===== src/rtl/dtpq_pkg.sv =====
// Shared types and constants for the drop-tail packet queue.
`timescale 1ns / 1ps
`default_nettype none

package dtpq_pkg;

  // Field widths fixed by the interface
  localparam int HANDLE_W  = 16;
  localparam int LENGTH_W  = 16;
  localparam int LIMIT_W   = 7;
  localparam int OCC_W     = 7;
  localparam int PKTCNT_W  = 32;
  localparam int BYTECNT_W = 48;

  // Queue limit after reset
  localparam logic [LIMIT_W-1:0] LIMIT_RESET = 7'd50;

  typedef enum logic [2:0] {
    MODE_ENQUEUE   = 3'd0,
    MODE_DEQUEUE   = 3'd1,
    MODE_PEEK      = 3'd2,
    MODE_FLUSH     = 3'd3,
    MODE_ACC_SENT  = 3'd4,
    MODE_ACC_DROP  = 3'd5
  } mode_t;

  typedef enum logic [1:0] {
    STATUS_DONE    = 2'd0,
    STATUS_DROPPED = 2'd1,
    STATUS_EMPTY   = 2'd2
  } status_t;

  // Input transfer
  typedef struct packed {
    mode_t                mode;
    logic [HANDLE_W-1:0]  packet_handle;
    logic [LENGTH_W-1:0]  packet_length;
  } in_item_t;

  // Result transfer
  typedef struct packed {
    status_t               status;
    logic [HANDLE_W-1:0]   head_handle;
    logic [LENGTH_W-1:0]   head_length;
    logic [OCC_W-1:0]      occupancy;
    logic [PKTCNT_W-1:0]   sent_packets;
    logic [BYTECNT_W-1:0]  sent_bytes;
    logic [PKTCNT_W-1:0]   dropped_packets;
    logic [BYTECNT_W-1:0]  dropped_bytes;
  } out_item_t;

  // Ring store controls
  typedef struct packed {
    logic push;
    logic pop;
    logic flush;
  } ring_ctrl_t;

  // Counter controls
  typedef struct packed {
    logic add_sent;
    logic add_drop;
  } stats_ctrl_t;

endpackage

`default_nettype wire


===== src/rtl/drop_tail_packet_queue_top.sv =====
// Top level of the drop-tail packet queue: input register, decode and result register.
//
//   Channel  Direction  Handshake              Payload
//   in       to block   in_valid / in_ready    in_item  (mode, handle, length)
//   out      from block out_valid / out_ready  out_item (status, head, occupancy, counters)
//   cfg      to block   cfg_wr_en              cfg_wr_data (queue limit)
//
// One item per cycle unless the output stalls; in_q and out_item register each item.
// The head entry is prefetched from the ring store into a register, so a dequeue or
// peek needs no extra read, even straight after an enqueue to an empty queue.
// Synchronous reset empties the queue, clears all counters and sets the limit to 50.
// A stalled output holds the result; the input register then takes one more item.
`timescale 1ns / 1ps
`default_nettype none

module drop_tail_packet_queue_top #(
  parameter int QUEUE_DEPTH = 64,
  parameter int LENGTH_BITS = 16
) (
  input  wire                                  clk,
  input  wire                                  rst,
  input  wire                                  in_valid,
  output logic                                 in_ready,
  input  dtpq_pkg::in_item_t                   in_item,
  output logic                                 out_valid,
  input  wire                                  out_ready,
  output dtpq_pkg::out_item_t                  out_item,
  input  wire                                  cfg_wr_en,
  input  wire  [dtpq_pkg::LIMIT_W-1:0]         cfg_wr_data
);

  localparam int LW    = dtpq_pkg::LENGTH_W;
  localparam int SLW   = (LENGTH_BITS < LW) ? LENGTH_BITS : LW;
  localparam int CNT_W = $clog2(QUEUE_DEPTH + 1);
  localparam int CW    = (CNT_W > dtpq_pkg::LIMIT_W) ? CNT_W : dtpq_pkg::LIMIT_W;
  localparam int OW    = dtpq_pkg::OCC_W;

  // Input register
  dtpq_pkg::in_item_t  in_q;
  logic                in_full;
  logic                fire;

  assign fire     = in_full && (!out_valid || out_ready);
  assign in_ready = !in_full || fire;

  always_ff @(posedge clk) begin
    if (rst) begin
      in_full <= 1'b0;
    end else if (in_ready) begin
      in_full <= in_valid;
    end
  end

  always_ff @(posedge clk) begin
    if (in_valid && in_ready) begin
      in_q <= in_item;
    end
  end

  // Queue limit register
  logic [dtpq_pkg::LIMIT_W-1:0] limit;

  always_ff @(posedge clk) begin
    if (rst) begin
      limit <= dtpq_pkg::LIMIT_RESET;
    end else if (cfg_wr_en) begin
      limit <= cfg_wr_data;
    end
  end

  // Ring store and counters
  dtpq_pkg::ring_ctrl_t           ring_ctrl;
  dtpq_pkg::stats_ctrl_t          stats_ctrl;
  logic [SLW-1:0]                 len_in;
  logic [dtpq_pkg::HANDLE_W-1:0]  head_handle;
  logic [SLW-1:0]                 head_length;
  logic [CNT_W-1:0]               count, count_next;
  logic [LW-1:0]                  stat_len;
  logic [dtpq_pkg::PKTCNT_W-1:0]  sent_pkts_next, drop_pkts_next;
  logic [dtpq_pkg::BYTECNT_W-1:0] sent_bytes_next, drop_octets_next;

  assign len_in = in_q.packet_length[SLW-1:0];

  dtpq_ring #(
    .DEPTH (QUEUE_DEPTH),
    .LEN_W (SLW)
  ) u_ring (
    .clk         (clk),
    .rst         (rst),
    .ctrl        (ring_ctrl),
    .wr_handle   (in_q.packet_handle),
    .wr_length   (len_in),
    .head_handle (head_handle),
    .head_length (head_length),
    .count       (count),
    .count_next  (count_next)
  );

  dtpq_stats u_stats (
    .clk              (clk),
    .rst              (rst),
    .ctrl             (stats_ctrl),
    .len              (stat_len),
    .sent_pkts_next   (sent_pkts_next),
    .sent_bytes_next  (sent_bytes_next),
    .drop_pkts_next   (drop_pkts_next),
    .drop_octets_next (drop_octets_next)
  );

  // Admission check against the limit saturated to the store depth
  logic [CW-1:0] lim_ext, eff_limit;
  logic          at_limit, empty;

  assign lim_ext   = CW'(limit);
  assign eff_limit = (lim_ext > CW'(QUEUE_DEPTH)) ? CW'(QUEUE_DEPTH) : lim_ext;
  assign at_limit  = CW'(count) >= eff_limit;
  assign empty     = (count == '0);

  // Mode decode
  dtpq_pkg::status_t              status;
  logic [dtpq_pkg::HANDLE_W-1:0]  res_handle;
  logic [LW-1:0]                  res_length;

  always_comb begin
    ring_ctrl  = '0;
    stats_ctrl = '0;
    stat_len   = LW'(len_in);
    status     = dtpq_pkg::STATUS_DONE;
    res_handle = '0;
    res_length = '0;
    unique case (in_q.mode)
      dtpq_pkg::MODE_ENQUEUE: begin
        if (at_limit) begin
          status              = dtpq_pkg::STATUS_DROPPED;
          stats_ctrl.add_drop = fire;
        end else begin
          ring_ctrl.push = fire;
        end
      end
      dtpq_pkg::MODE_DEQUEUE: begin
        if (empty) begin
          status = dtpq_pkg::STATUS_EMPTY;
        end else begin
          res_handle          = head_handle;
          res_length          = LW'(head_length);
          ring_ctrl.pop       = fire;
          stats_ctrl.add_sent = fire;
          stat_len            = LW'(head_length);
        end
      end
      dtpq_pkg::MODE_PEEK: begin
        if (empty) begin
          status = dtpq_pkg::STATUS_EMPTY;
        end else begin
          res_handle = head_handle;
          res_length = LW'(head_length);
        end
      end
      dtpq_pkg::MODE_FLUSH: begin
        ring_ctrl.flush = fire;
      end
      dtpq_pkg::MODE_ACC_SENT: begin
        stats_ctrl.add_sent = fire;
      end
      dtpq_pkg::MODE_ACC_DROP: begin
        stats_ctrl.add_drop = fire;
      end
      default: begin
        // unused modes change nothing
      end
    endcase
  end

  // Result register
  always_ff @(posedge clk) begin
    if (rst) begin
      out_valid <= 1'b0;
    end else if (fire) begin
      out_valid <= 1'b1;
    end else if (out_ready) begin
      out_valid <= 1'b0;
    end
  end

  always_ff @(posedge clk) begin
    if (fire) begin
      out_item.status          <= status;
      out_item.head_handle     <= res_handle;
      out_item.head_length     <= res_length;
      out_item.occupancy       <= OW'(count_next);
      out_item.sent_packets    <= sent_pkts_next;
      out_item.sent_bytes      <= sent_bytes_next;
      out_item.dropped_packets <= drop_pkts_next;
      out_item.dropped_bytes   <= drop_octets_next;
    end
  end

endmodule

`default_nettype wire


===== src/rtl/dtpq_ring.sv =====
// Descriptor ring store with pointers, fill count and prefetched head entry.
`timescale 1ns / 1ps
`default_nettype none

module dtpq_ring #(
  parameter int DEPTH = 64,
  parameter int LEN_W = 16
) (
  input  wire                                clk,
  input  wire                                rst,
  input  dtpq_pkg::ring_ctrl_t               ctrl,
  input  wire  [dtpq_pkg::HANDLE_W-1:0]      wr_handle,
  input  wire  [LEN_W-1:0]                   wr_length,
  output logic [dtpq_pkg::HANDLE_W-1:0]      head_handle,
  output logic [LEN_W-1:0]                   head_length,
  output logic [$clog2(DEPTH+1)-1:0]         count,
  output logic [$clog2(DEPTH+1)-1:0]         count_next
);

  localparam int PW    = $clog2(DEPTH);
  localparam int ENT_W = dtpq_pkg::HANDLE_W + LEN_W;
  localparam logic [PW-1:0] LAST = PW'(DEPTH - 1);

  logic [ENT_W-1:0] mem [DEPTH];
  logic [ENT_W-1:0] head;
  logic [PW-1:0]    rd_ptr, rd_ptr_next;
  logic [PW-1:0]    wr_ptr, wr_ptr_next;

  // Pointer and count updates
  always_comb begin
    rd_ptr_next = rd_ptr;
    wr_ptr_next = wr_ptr;
    count_next  = count;
    if (ctrl.flush) begin
      rd_ptr_next = '0;
      wr_ptr_next = '0;
      count_next  = '0;
    end else begin
      if (ctrl.push) begin
        wr_ptr_next = (wr_ptr == LAST) ? '0 : wr_ptr + 1'b1;
        count_next  = count + 1'b1;
      end
      if (ctrl.pop) begin
        rd_ptr_next = (rd_ptr == LAST) ? '0 : rd_ptr + 1'b1;
        count_next  = count - 1'b1;
      end
    end
  end

  always_ff @(posedge clk) begin
    if (rst) begin
      rd_ptr <= '0;
      wr_ptr <= '0;
      count  <= '0;
    end else begin
      rd_ptr <= rd_ptr_next;
      wr_ptr <= wr_ptr_next;
      count  <= count_next;
    end
  end

  // Store write port
  always_ff @(posedge clk) begin
    if (ctrl.push) begin
      mem[wr_ptr] <= {wr_handle, wr_length};
    end
  end

  // Head read port, looking at the next head; a write to that slot passes straight through
  always_ff @(posedge clk) begin
    if (ctrl.push && (wr_ptr == rd_ptr_next)) begin
      head <= {wr_handle, wr_length};
    end else begin
      head <= mem[rd_ptr_next];
    end
  end

  assign head_handle = head[ENT_W-1:LEN_W];
  assign head_length = head[LEN_W-1:0];

endmodule

`default_nettype wire


===== src/rtl/dtpq_stats.sv =====
// Wrapping sent and dropped packet and byte counters.
`timescale 1ns / 1ps
`default_nettype none

module dtpq_stats (
  input  wire                                 clk,
  input  wire                                 rst,
  input  dtpq_pkg::stats_ctrl_t               ctrl,
  input  wire  [dtpq_pkg::LENGTH_W-1:0]       len,
  output logic [dtpq_pkg::PKTCNT_W-1:0]       sent_pkts_next,
  output logic [dtpq_pkg::BYTECNT_W-1:0]      sent_bytes_next,
  output logic [dtpq_pkg::PKTCNT_W-1:0]       drop_pkts_next,
  output logic [dtpq_pkg::BYTECNT_W-1:0]      drop_octets_next
);

  localparam int BW = dtpq_pkg::BYTECNT_W;

  logic [dtpq_pkg::PKTCNT_W-1:0]  sent_pkts, drop_pkts;
  logic [BW-1:0]                  sent_bytes, drop_octets;

  // Next counter values; all wrap at their width
  always_comb begin
    sent_pkts_next   = sent_pkts;
    sent_bytes_next  = sent_bytes;
    drop_pkts_next   = drop_pkts;
    drop_octets_next = drop_octets;
    if (ctrl.add_sent) begin
      sent_pkts_next  = sent_pkts + 1'b1;
      sent_bytes_next = sent_bytes + BW'(len);
    end
    if (ctrl.add_drop) begin
      drop_pkts_next   = drop_pkts + 1'b1;
      drop_octets_next = drop_octets + BW'(len);
    end
  end

  always_ff @(posedge clk) begin
    if (rst) begin
      sent_pkts   <= '0;
      sent_bytes  <= '0;
      drop_pkts   <= '0;
      drop_octets <= '0;
    end else begin
      sent_pkts   <= sent_pkts_next;
      sent_bytes  <= sent_bytes_next;
      drop_pkts   <= drop_pkts_next;
      drop_octets <= drop_octets_next;
    end
  end

endmodule

`default_nettype wire


===== config.mk =====
export PLATFORM = sky130hd
export DESIGN_NAME = drop_tail_packet_queue_top
export DESIGN_NICKNAME = d
export VERILOG_FILES = /design/src/rtl/dtpq_pkg.sv /design/src/rtl/drop_tail_packet_queue_top.sv /design/src/rtl/dtpq_ring.sv /design/src/rtl/dtpq_stats.sv
export SDC_FILE = /design/constraint.sdc
export NUM_CORES = 2
export LEC_CHECK = 0
export BUFFER_PORTS_ARGS = -buffer_cell sky130_fd_sc_hd__buf_2
export CORE_MARGIN = 5
export CORE_UTILIZATION = 40
export DETAILED_ROUTE_END_ITERATION = 16
export PLACE_DENSITY = 0.59
export SYNTH_ARGS = -nofsm -noshare
export SYNTH_HDL_FRONTEND = slang
export SYNTH_HIERARCHICAL = 1
export SYNTH_SLANG_ARGS = --single-unit

===== constraint.sdc =====
create_clock -name clk -period 8.1 [get_ports clk]
set_input_delay 0.81 -clock clk [delete_from_list [all_inputs] [get_ports clk]]
set_output_delay 0.81 -clock clk [all_outputs]
set_load 0.005 [all_outputs]

==> impl_metrics.sql <==
INSERT INTO impl_metrics (metric_group, metric, value, unit) VALUES
('run_status', 'run_status', 'complete, no violations', ''),
('grt', 'grt_use_total', '0.197', ''),
('clocking', 'cts.sinks', '2478', ''),
('worst_setup_path', 'cp_slowest_stage_delay', '890', 'ps'),
('timing', 'minimum_period_implied_by_the_final_worst_setup_slack', '6340', 'ps'),
('timing', 'rsz_0062_raised_after_global_routing', 'no', ''),
('drt', 'post_drt_wl_per_cell', '29.1', 'um'),
('yosys', 'synth.top_cell.area_share', '0.708', ''),
('grt', 'grt_antenna_before_repair', '10', ''),
('yosys', 'synth_seq_cells', '2478', ''),
('yosys', 'synthFlopType', 'sky130_fd_sc_hd__edfxtp_1', ''),
('timing', 'period_share', '0.783', ''),
('grt', 'largest_net_degree_at_the_start_of_global_routing', '101', ''),
('drt', 'vias', '48600', ''),
('final_layout', 'nNetsFinal', '5341', ''),
('yosys', 'synth.lib_cells_used.distinct', '76', ''),
('yosys', 'synth-edff-count', '2284', ''),
('timing', 'timing.slew.headroom', '0.230', ''),
('placement', 'gpl.final_weighted_congestion', '0.818', ''),
('yosys', 'syn_inst', '4782', ''),
('final_layout', 'post_layout_nonfiller_instances', '8622', ''),
('timing', 'setup_violations', '0', ''),
('floorplanning', 'floorplan.io_pins', '250', ''),
('yosys', 'ys_top_cells_by_area', 'sky130_fd_sc_hd__edfxtp_1, sky130_fd_sc_hd__mux4_2, sky130_fd_sc_hd__dfxtp_1, sky130_fd_sc_hd__and2_1, sky130_fd_sc_hd__mux2i_1', ''),
('clocking', 'post_cts.resized_instances', '0', ''),
('timing', 'timing.clock.skew', '69.0', 'ps'),
('worst_setup_path', 'timing.critical_path.mode_cell', 'sky130_fd_sc_hd__a21oi_1', ''),
('final_layout', 'flow.area_growth_from_synthesis', '15.0', '%'),
('yosys', 'yosys_warnings', '6', ''),
('floorplanning', 'die_area', '0.252', 'mm2'),
('worst_setup_path', 'worst-setup-path-type', 'flop to flop', ''),
('grt', 'grt.overflow.total', '0', ''),
('yosys', 'synthArstFlopShare', '0', ''),
('final_layout', 'mostFrequentLayoutCell', 'sky130_fd_sc_hd__edfxtp_1', ''),
('grt', 'global_route_wire_length_before_repair', '358', 'mm'),
('clocking', 'cts_hold_buffers', '3', ''),
('drt', 'drtIter0Drc', '4685', ''),
('final_layout', 'drive_gt1_frac', '0.281', ''),
('floorplanning', 'effective_utilization_at_floorplan', '0.402', ''),
('floorplanning', 'floorplan.rows', '180', ''),
('drt', 'drt_pre_antenna_iters', '5', ''),
('grt', 'vias_in_the_first_global_route', '49300', ''),
('yosys', 'yosysTopAreaCell', 'sky130_fd_sc_hd__edfxtp_1', ''),
('clocking', 'clk_pin_slew_worst_paths', '60', 'ps'),
('yosys', 'synth_seq_area_share', '0.748', ''),
('power', 'worst_ir_drop_vdd', '0.000178', 'V'),
('floorplanning', 'die_height', '502', 'um'),
('yosys', 'post_synth_instance_area', '0.0969', 'mm2'),
('final_layout', 'layout.cells.most_common_list', 'sky130_fd_sc_hd__edfxtp_1, sky130_fd_sc_hd__mux4_2, sky130_fd_sc_hd__clkbuf_16, sky130_fd_sc_hd__buf_2, sky130_fd_sc_hd__dfxtp_1', ''),
('timing', 'achievable-frequency', '0.158', 'GHz'),
('power', 'p_leak', '35.0', 'nW'),
('drt', 'route.detailed.drc', '0', ''),
('timing', 'worst_hold_slack', '85.8', 'ps'),
('worst_setup_path', 'cp.buffers_inverters', '2', ''),
('worst_setup_path', 'setup.worst_path.end_class', 'flop', ''),
('worst_setup_path', 'critical_path_peak_fanout', '46', ''),
('flow_run', 'max_cap_violations', '0', ''),
('worst_setup_path', 'start_kind', 'flop', ''),
('final_layout', 'core_occupancy_in_the_finished_layout', '0.463', ''),
('clocking', 'htree_levels', '5', ''),
('worst_setup_path', 'arrival', '7120', 'ps'),
('timing', 'slew_violations', '0', ''),
('timing', 'timing_worst_slew_pin_value', '1150', 'ps'),
('clocking', 'root_buffer', 'sky130_fd_sc_hd__clkbuf_16', ''),
('drt', 'viasPerCell', '5.63', ''),
('drt', 'drt.antenna.violating_nets', '0', ''),
('timing', 'final_hold_viol_count', '0', ''),
('floorplanning', 'die_width', '502', 'um'),
('clocking', 'cts_inserted_buffers', '277', ''),
('floorplanning', 'coreArea', '0.241', 'mm2'),
('yosys', 'syn_avg_cell_area', '20.3', 'um2');
cell families after synthesis:
family | share of synthesized area
buf+inv | 0.0134
compound gates | 0.0220
flops | 0.748
xor+xnor | 0.0141
fa+ha+maj | 0.00623
mux | 0.154
simple gates | 0.0418
registers in the layout (all words and copies together) (netlist names), named ones only:
signal / flops
in_full: 1
lim_ext: 7
out_item: 201
in_q: 19
u_ring/count: 7
len_in: 16
u_stats/sent_bytes: 48
u_ring/wr_ptr: 6
u_stats/drop_octets: 48
u_ring/mem: 2048
out_valid: 1
u_stats/sent_pkts: 32
u_ring/rd_ptr: 6
u_stats/drop_pkts: 32
metal layers:
layer / wire length [um] / part of all wire / global-route usage / vias up
met4: 7230 / 0.029 / 0.0605 / 2
met3: 17500 / 0.070 / 0.0335 / 353
met1: 103000 / 0.41 / 0.270 / 26000
li1: - / - / - / 20400
met2: 123000 / 0.49 / 0.324 / 1825
met5: 13 / 0.000052 / 0 / -
layout make-up:
type	count	area, um2
inverter	24	95.1
clock buffer	368	7610
clock inverter	94	897
antenna	7	17.5
timing repair buffer	423	2670
tap	3185	3990
sequential	2478	72500
multi-input combinational	2043	23600
fill	19900	129000
path summary, 6_finish.rpt:
check                           cells past startpoint                           endpoint                    start
worst max-delay path                               15  u_stats/sent_bytes[40]$_SDFF_PP0_                     flop
worst min-delay path                                1                len_in[5]$_DFFE_PP_               in_item[5]
worst max register to register                     15  u_stats/sent_bytes[40]$_SDFF_PP0_                     flop
worst min register to register                      2            lim_ext[0]$_SDFFE_PP0P_  lim_ext[0]$_SDFFE_PP0P_
power by group:
group	leakage [nW]	switching, W	internal (W)	total [W]
logic	8.70	0.000349	0.000109	0.000459
clock network	4.14	0.00479	0.00713	0.0119
registers	22.2	0.0000320	0.0140	0.0141
synthesized netlist by cell type (56+ instances only):
cell,count
sky130_fd_sc_hd__edfxtp_1,2284
sky130_fd_sc_hd__mux4_2,577
sky130_fd_sc_hd__dfxtp_1,194
sky130_fd_sc_hd__and2_1,186
sky130_fd_sc_hd__nand2_1,155
sky130_fd_sc_hd__nor2_1,144
sky130_fd_sc_hd__clkbuf_1,121
sky130_fd_sc_hd__mux2i_1,104
sky130_fd_sc_hd__xnor2_1,100
sky130_fd_sc_hd__a21oi_1,96
sky130_fd_sc_hd__mux2_2,69
sky130_fd_sc_hd__nand3_1,60
sky130_fd_sc_hd__nor2b_1,56
sky130_fd_sc_hd__xor2_1,56
through the flow:
step	total power (W)	instance area [um2]	worst slack (ps)
floorplan	0.0145	96900	1180
CTS	0.0267	111000	1720
finish	0.0264	111000	1760
global route	0.0273	111000	1290
detailed placement	0.0148	103000	1770
global placement	0.0148	103000	1830
No activity file was read; power rests on OpenSTA's default activity.
